`config.mk`:
```
export PLATFORM = sky130hd
export DESIGN_NAME = toeq_ctrl
export DESIGN_NICKNAME = d
export VERILOG_FILES = /design/src/toeq_pkg.sv /design/src/toeq_ctrl.sv
export SDC_FILE = /design/constraint.sdc
export NUM_CORES = 1
export LEC_CHECK = 0
export BUFFER_PORTS_ARGS = -buffer_cell sky130_fd_sc_hd__buf_2
export CORE_MARGIN = 8
export CORE_UTILIZATION = 55
export DETAILED_ROUTE_END_ITERATION = 8
export GPL_ROUTABILITY_DRIVEN = 0
export HOLD_SLACK_MARGIN = 0.06
export PLACE_DENSITY = 0.85
export SLEW_MARGIN = 40
export SYNTH_ARGS = -nofsm -noshare
export SYNTH_HDL_FRONTEND = slang
export SYNTH_SLANG_ARGS = --single-unit
```
`constraint.sdc`:
```
create_clock -name clk_i -period 2.33 [get_ports clk_i]
set_input_delay 0 -clock clk_i [delete_from_list [all_inputs] [get_ports clk_i]]
set_output_delay 0 -clock clk_i [all_outputs]
set_load 0.005 [all_outputs]
```
`src/toeq_pkg.sv`:
```
// Package for the time-ordered event queue: sizes, codes, the stored event
// record and the command and flag structs between controller and datapath.
// No dependencies.
`default_nettype none
package toeq_pkg;

  localparam int EVENT_SLOTS = 256;
  localparam int SLOT_W      = $clog2(EVENT_SLOTS);
  localparam int LINK_W      = $clog2(EVENT_SLOTS + 1);
  localparam int COUNT_W     = 9;
  localparam int TIME_W      = 32;
  localparam int KIND_W      = 3;
  localparam int STATUS_W    = 3;

  localparam logic [LINK_W-1:0] END_MARK = LINK_W'(EVENT_SLOTS);

  typedef enum logic [KIND_W-1:0] {
    KIND_ADD    = 3'd0,
    KIND_REMOVE = 3'd1,
    KIND_POP    = 3'd2,
    KIND_FREE   = 3'd3,
    KIND_COUNT  = 3'd4
  } kind_e;

  typedef enum logic [STATUS_W-1:0] {
    ST_OK      = 3'd0,
    ST_FULL    = 3'd1,
    ST_NONE    = 3'd2,
    ST_INVALID = 3'd3,
    ST_ALREADY = 3'd4
  } status_e;

  typedef enum logic [3:0] {
    OP_NONE,
    OP_LOAD,
    OP_RD_FREE,
    OP_TAKE,
    OP_RD_CUR,
    OP_ADV,
    OP_ADD_LINK,
    OP_ADD_PREV,
    OP_RM_UNLINK,
    OP_PUSH_CUR,
    OP_CNT_ADV,
    OP_POP,
    OP_FR_UNLINK,
    OP_PUSH_SLOT
  } op_e;

  typedef enum logic [3:0] {
    S_IDLE,
    S_DISPATCH,
    S_ADD_RD,
    S_ADD_TAKE,
    S_ADD_CHK,
    S_ADD_EV,
    S_ADD_LINK,
    S_ADD_PREV,
    S_RM_CHK,
    S_RM_EV,
    S_RM_PUSH,
    S_POP_EV,
    S_FR_CHK,
    S_FR_EV,
    S_FR_PUSH,
    S_DONE
  } state_e;

  typedef struct packed {
    logic [TIME_W-1:0] ev_time;
    logic [15:0]       label;
    logic [31:0]       source;
    logic [9:0]        dest_slot;
    logic [31:0]       dest_id;
  } event_t;

  typedef struct packed {
    op_e     op;
    logic    res_we;
    status_e res_status;
  } cmd_t;

  typedef struct packed {
    logic              cur_end;
    logic              prev_end;
    logic              free_end;
    logic              time_gt;
    logic              time_lt;
    logic              match;
    logic              slot_hit;
    logic              slot_in_use;
    logic              slot_oob;
    logic              cnt_nz;
    logic              out_free;
    logic [KIND_W-1:0] kind;
  } flags_t;

endpackage
`default_nettype wire

```
`src/toeq_ctrl.sv`:
```
// Controller of the event queue: sequences list walks and updates.
// Depends on toeq_pkg; drives commands to toeq_dp and reads its flags.
`default_nettype none
module toeq_ctrl (
  input  logic            clk_i,
  input  logic            rst_ni,
  input  logic            in_valid_i,
  output logic            in_stall_o,
  input  toeq_pkg::flags_t flags_i,
  output toeq_pkg::cmd_t  cmd_o
);
  import toeq_pkg::*;

  state_e  state_q, state_d;
  status_e st_q, st_d;

  always_ff @(posedge clk_i or negedge rst_ni) begin
    if (!rst_ni) begin
      state_q <= S_IDLE;
      st_q    <= ST_OK;
    end else begin
      state_q <= state_d;
      st_q    <= st_d;
    end
  end

  assign in_stall_o = (state_q != S_IDLE);

  always_comb begin
    state_d           = state_q;
    st_d              = st_q;
    cmd_o.op          = OP_NONE;
    cmd_o.res_we      = 1'b0;
    cmd_o.res_status  = st_q;
    case (state_q)
      S_IDLE: begin
        if (in_valid_i) begin
          cmd_o.op = OP_LOAD;
          state_d  = S_DISPATCH;
        end
      end
      S_DISPATCH: begin
        st_d    = ST_OK;
        state_d = S_DONE;
        case (flags_i.kind)
          KIND_ADD: begin
            if (flags_i.free_end) st_d = ST_FULL;
            else state_d = S_ADD_RD;
          end
          KIND_REMOVE, KIND_COUNT: state_d = S_RM_CHK;
          KIND_POP: begin
            if (flags_i.cur_end) begin
              st_d = ST_NONE;
            end else begin
              cmd_o.op = OP_RD_CUR;
              state_d  = S_POP_EV;
            end
          end
          KIND_FREE: begin
            if (flags_i.slot_oob) st_d = ST_INVALID;
            else if (!flags_i.slot_in_use) st_d = ST_ALREADY;
            else state_d = S_FR_CHK;
          end
          default: st_d = ST_OK;
        endcase
      end
      S_ADD_RD: begin
        cmd_o.op = OP_RD_FREE;
        state_d  = S_ADD_TAKE;
      end
      S_ADD_TAKE: begin
        cmd_o.op = OP_TAKE;
        state_d  = S_ADD_CHK;
      end
      S_ADD_CHK: begin
        if (flags_i.cur_end) begin
          state_d = S_ADD_LINK;
        end else begin
          cmd_o.op = OP_RD_CUR;
          state_d  = S_ADD_EV;
        end
      end
      S_ADD_EV: begin
        if (flags_i.time_gt) begin
          cmd_o.op = OP_ADV;
          state_d  = S_ADD_CHK;
        end else begin
          state_d = S_ADD_LINK;
        end
      end
      S_ADD_LINK: begin
        cmd_o.op = OP_ADD_LINK;
        st_d     = ST_OK;
        state_d  = flags_i.prev_end ? S_DONE : S_ADD_PREV;
      end
      S_ADD_PREV: begin
        cmd_o.op = OP_ADD_PREV;
        state_d  = S_DONE;
      end
      S_RM_CHK: begin
        if (flags_i.cur_end) begin
          st_d    = flags_i.cnt_nz ? ST_OK : ST_NONE;
          state_d = S_DONE;
        end else begin
          cmd_o.op = OP_RD_CUR;
          state_d  = S_RM_EV;
        end
      end
      S_RM_EV: begin
        state_d = S_RM_CHK;
        if (flags_i.match && (flags_i.kind == KIND_REMOVE)) begin
          cmd_o.op = OP_RM_UNLINK;
          state_d  = S_RM_PUSH;
        end else if (flags_i.match) begin
          cmd_o.op = OP_CNT_ADV;
        end else begin
          cmd_o.op = OP_ADV;
        end
      end
      S_RM_PUSH: begin
        cmd_o.op = OP_PUSH_CUR;
        state_d  = S_RM_CHK;
      end
      S_POP_EV: begin
        state_d = S_DONE;
        if (flags_i.time_lt) begin
          cmd_o.op = OP_POP;
          st_d     = ST_OK;
        end else begin
          st_d = ST_NONE;
        end
      end
      S_FR_CHK: begin
        if (flags_i.cur_end) begin
          state_d = S_FR_PUSH;
        end else begin
          cmd_o.op = OP_RD_CUR;
          state_d  = S_FR_EV;
        end
      end
      S_FR_EV: begin
        if (flags_i.slot_hit) begin
          cmd_o.op = OP_FR_UNLINK;
          state_d  = S_FR_PUSH;
        end else begin
          cmd_o.op = OP_ADV;
          state_d  = S_FR_CHK;
        end
      end
      S_FR_PUSH: begin
        cmd_o.op = OP_PUSH_SLOT;
        st_d     = ST_OK;
        state_d  = S_DONE;
      end
      S_DONE: begin
        if (flags_i.out_free) begin
          cmd_o.res_we = 1'b1;
          state_d      = S_IDLE;
        end
      end
      default: state_d = S_IDLE;
    endcase
  end

endmodule
`default_nettype wire

```
== Yosys cells after proc, flatten, opt, wreduce, memory -nomap -nowiden ==
Cells that the tools add are included.
W data, S select, Z words.

* Register bits after elaboration: 7
* Output and inout port bits: 9

* Eq/ne operators: 22
* Multiplexer cells: 35
* Reduce and logical (&&, ||, !) cells: 11

{| class="wikitable"
|+ Operators by type and width
! kind !! number
|-
| $pmux W4 S14 || 1
|-
| $pmux W4 S13 || 1
|-
| $eq A4 B4 Y1 const B || 8
|-
| $mux W4 || 8
|-
| $mux W3 || 8
|-
| $mux W2 || 10
|-
| $eq A4 B3 Y1 const B || 4
|-
| $pmux W4 S4 || 1
|-
| $pmux W3 S4 || 1
|-
| $pmux W3 S3 || 1
|-
| $eq A4 B2 Y1 const B || 2
|-
| $reduce_bool A4 Y1 || 2
|-
| $eq A3 B2 Y1 const B || 2
|-
| $ne A2 B2 Y1 const B || 3
|-
| $reduce_or A3 Y1 || 2
|-
| $eq A4 B1 Y1 const B || 1
|-
| $logic_not A4 Y1 || 1
|-
| $mux W1 || 4
|-
| $reduce_and A2 Y1 || 2
|-
| $reduce_or A2 Y1 || 2
|-
| $eq A3 B1 Y1 const B || 1
|-
| $eq A3 B3 Y1 const B || 1
|-
| $logic_not A3 Y1 || 1
|-
| $logic_and A1 B1 Y1 || 1
|}

== Longest topological paths before layout ==
* Depth after elaboration: 4
* Mapped depth: 6

== Worst setup path before layout ==
No wires, ideal clock.

* Kind: reg-to-reg
* Start: reg state_q[0]
* End: reg st_q[1]
* Arrival: 1.445 ns
* Path slack: 0.760 ns
* Cell stages (with the launch flop): 6
* Buffers on the path: 1
* Period minus slack after synthesis: 1.570 ns
* Cell sequence: dfrtp_1 > buf_6 > or4b_4 > o221ai_2 > o32ai_1 > mux2_4

* Cells in the longest elaborated chain, start to end: 4
* Elaborated cells on any way between the ends: 10
* Classes of those cells: eq/ne (6); mux (1); reduce/logical (3)

{| class="wikitable"
|+ RTL lines
! element !! line !! source
|-
| start, declared || toeq_ctrl.sv:14 || <nowiki>state_e state_q, state_d;</nowiki>
|-
| start signal, assigned || toeq_ctrl.sv:22 || <nowiki>state_q <= state_d;</nowiki>
|-
| $eq A4 B4 Y1 or $eq A4 B3 Y1 (tied branches) || toeq_ctrl.sv:35 || <nowiki>case (state_q)</nowiki>
|-
| $reduce_or A2 Y1 (no source line) || - ||
|-
| $reduce_bool A4 Y1 (no source line) || - ||
|-
| $reduce_and A2 Y1 (no source line) || - ||
|-
| end signal, assigned || toeq_ctrl.sv:23 || <nowiki>st_q <= st_d;</nowiki>
|-
| end, declared || toeq_ctrl.sv:15 || <nowiki>status_e st_q, st_d;</nowiki>
|}

Parallel ways exist; a longest one is shown, timed or not.
A chain may end at the register's enable or synchronous reset.

==> impl_metrics.tcl <==
set metrics [dict create \
    syn_area_sq_um 898 \
    clock-sinks 7 \
    std_cell_rows 14 \
    routedWlPerCell_um 16.0 \
    setup_violations 0 \
    syn_inst 120 \
    powerDensity_nw_per_um2 1230 \
    clkTransAtPathRegs_ns 0.05 \
    postSynth.asyncResetShare 1.00 \
    synth.area.top_cells "dfrtp_1, nand2b_1, mux2_2, nand2_1, nor2_1" \
    clkLatencyLatePin_ns 0.25 \
    end_kind "output pin" \
    ys_seq_area_frac 0.195 \
    worst_slack_ns 0.369 \
    slew_headroom 0.536 \
    whs_path_depth 3 \
    critical-path-max-stage-delay_ns 0.79 \
    synth-adder-area-share 0 \
    min_path_type "primary input to flop" \
    fp.dieH_um 56.4 \
    final_area_sq_um 1060 \
    chipWidth_um 56.4 \
    crit_end "cmd_o[4]" \
    via_per_inst 6.52 \
    drt_iter0_drc 45 \
    finalSetupTns_ns 0 \
    syn_nets 137 \
    grt_pass1_vias 1001 \
    post-place-ws_ns 0.503 \
    critPathMaxFanout 24 \
    yosysTopAreaCell "dfrtp_1" \
    grt_max_degree 25 \
    ant_nets 0 \
    synth_mux_area_frac 0.0780 \
    rrSetupSlack_ns 0.46 \
    max_freq_ghz 0.510 \
    start_util 0.589 \
    dp_hpwl_um 1900 \
    startpoint "state_q[2]" \
    io-pin-count 26 \
    rsz0062_at_grt "no" \
    start_kind "flop" \
    synth-xor-area-share 0.0292 \
    worst_path_max_delay_cell "dfrtp_1" \
    synth_compound_gate_area_share 0.295 \
    first_pass_iters 5 \
    fin_nets 161 \
    syn2layout_area_growth_pct 17.8 \
    timing.rr.end "st_q[2]" \
    antenna_found_initial 0 \
    multi_input_area_sq_um 656 \
    arrival_ns 1.96 \
    synthSimpleGateAreaFrac 0.327 \
    crit_chain "mux2_2 -> o21ai_0 -> nand3_1 -> o221ai_1 -> buf_2" \
    drcViolationCount 0 \
    postCtsSetupBuffers 0 \
    core_sq_um 1520 \
    drt-total-wl_um 2540 \
    drv_cap 0 \
    port_buffers 25 \
    synth-seq-cells 7 \
    critPathRequiredTime_ns 2.33 \
    post-synth-top-area-fraction 0.195 \
    die_area_sq_um 3180 \
    num_vias 1036 \
    cts_tree "yes" \
    yosysWarnings 0 \
    root_buffer "clkbuf_4" \
    cts_buffers 3 \
    path_buf_inv 1 \
    finalCritPeriodShare 0.842 \
    htreeDepth 1 \
    ff_latch_area_sq_um 175 \
    r2r_start "state_q[2]" \
    ff2ff_path_depth 3 \
    power.leakage_uw 0.000459 \
    netlist_top_cells_count "nand2_1, nand2b_1, nor2_1" \
    min_period_ns 1.96 \
    syn_area_per_cell_sq_um 7.49 \
    fillers 147 \
    slew_viol_final 0 \
    final_hold_viol_count 0 \
    clk_path_buf_depth 2 \
    grt_pass1_wl_um 4400 \
    yosysMostFrequentCell "nand2_1" \
    diodes 0 \
    crit_type "flop to output pin" \
    outcome "finished clean" \
    placed_area_sq_um 1000 \
    ir_worst_vdd_uv 587 \
    crit_cells 5 \
    grt_usage 0.160 \
    yosysUniqueCellTypes 44 \
    fin_skew_ns 0.00253 \
    synthFlopType "dfrtp_1" \
    final_layout_size_suffix_gt1_frac 0.273 \
    cp_top_family "flip-flops" \
    globalRoute.totalOverflow 0 \
    worst_slew_pin_slew_ns 0.696 \
    synth_top_family_by_area "simple AND/OR/NAND/NOR gates" \
    synth_enable_flop_cells 0 \
]
==> state kept, by name (all words and copies together), names as in the netlist <==
name     cells
state_q      4
st_q         3
==> how the worst min path moves through the flow <==
stage               start    endpoint
2_1_floorplan      rst_ni     st_q[0]
3_3_place_gp       rst_ni  state_q[2]
3_5_place_dp       rst_ni  state_q[2]
4_1_cts        flags_i[3]  state_q[3]
5_1_grt        flags_i[3]  state_q[3]
6_report       flags_i[3]  state_q[3]
==> kinds of logic after synthesis <==
logic type | after synthesis
xor+xnor | 3
mux | 6
compound gates | 36
buf+inv | 14
flops | 7
simple gates | 54
==> tightest hold or removal path, cell delays in order <==
cell	delay [ns]
buf_2	0.11
and2_1	0.15
a21oi_1	0.05
==> per-layer routing <==
metal	part of all wire	track usage
met3	0.11	0.0494
met1	0.42	0.206
met4	0.015	0.0344
met5	0	0
met2	0.45	0.255
==> repair_timing <==
action,CTS,global route
endpoints found under the hold margin,9,0
hold buffers,3,0
gates resized for setup,0,0
==> stage by stage <==
step	power [uW]	util	hold WS, ns	instances
2_1_floorplan	962	-	-0.296	120
5_1_grt	1420	0.695	0.109	159
6_report	1300	0.695	0.0987	159
3_3_place_gp	1130	0.658	-0.163	152
3_5_place_dp	1160	0.658	-0.157	152
4_1_cts	1280	0.695	0.0872	159
==> report_power, final <==
part	internal, uW	switching, uW	leakage, uW
clock network	65.5	47.6	0.0000150
logic	424	425	0.000358
registers	173	163	0.0000857
total	663	636	0.000459
==> layout make-up <==
type,count,area share
inverters,3,0.0106
flip-flops and latches,7,0.165
clock buffers,4,0.0248
multi-input cells,99,0.619
well taps,16,0.0189
repair buffers,30,0.161
==> layout by cell type (no fill, tap or decap), drive strengths merged, types with 2 or more instances in the layout <==
master,synthesis,layout
xnor2,3,3
nor2,11,11
o21ai,7,7
nor3,4,4
clkbuf,2,4
a21oi,7,7
nand2b,11,11
dfrtp,7,7
inv,3,3
buf,9,27
nor4,2,2
dlygate4sd3,0,3
a32oi,2,2
or3b,2,2
a2bb2oi,2,2
mux2,5,5
o32a,2,2
o221ai,2,2
nor3b,3,3
nor2b,3,3
o31ai,2,2
nand2,12,12
Note: power is estimated with default switching activity, not from simulation.
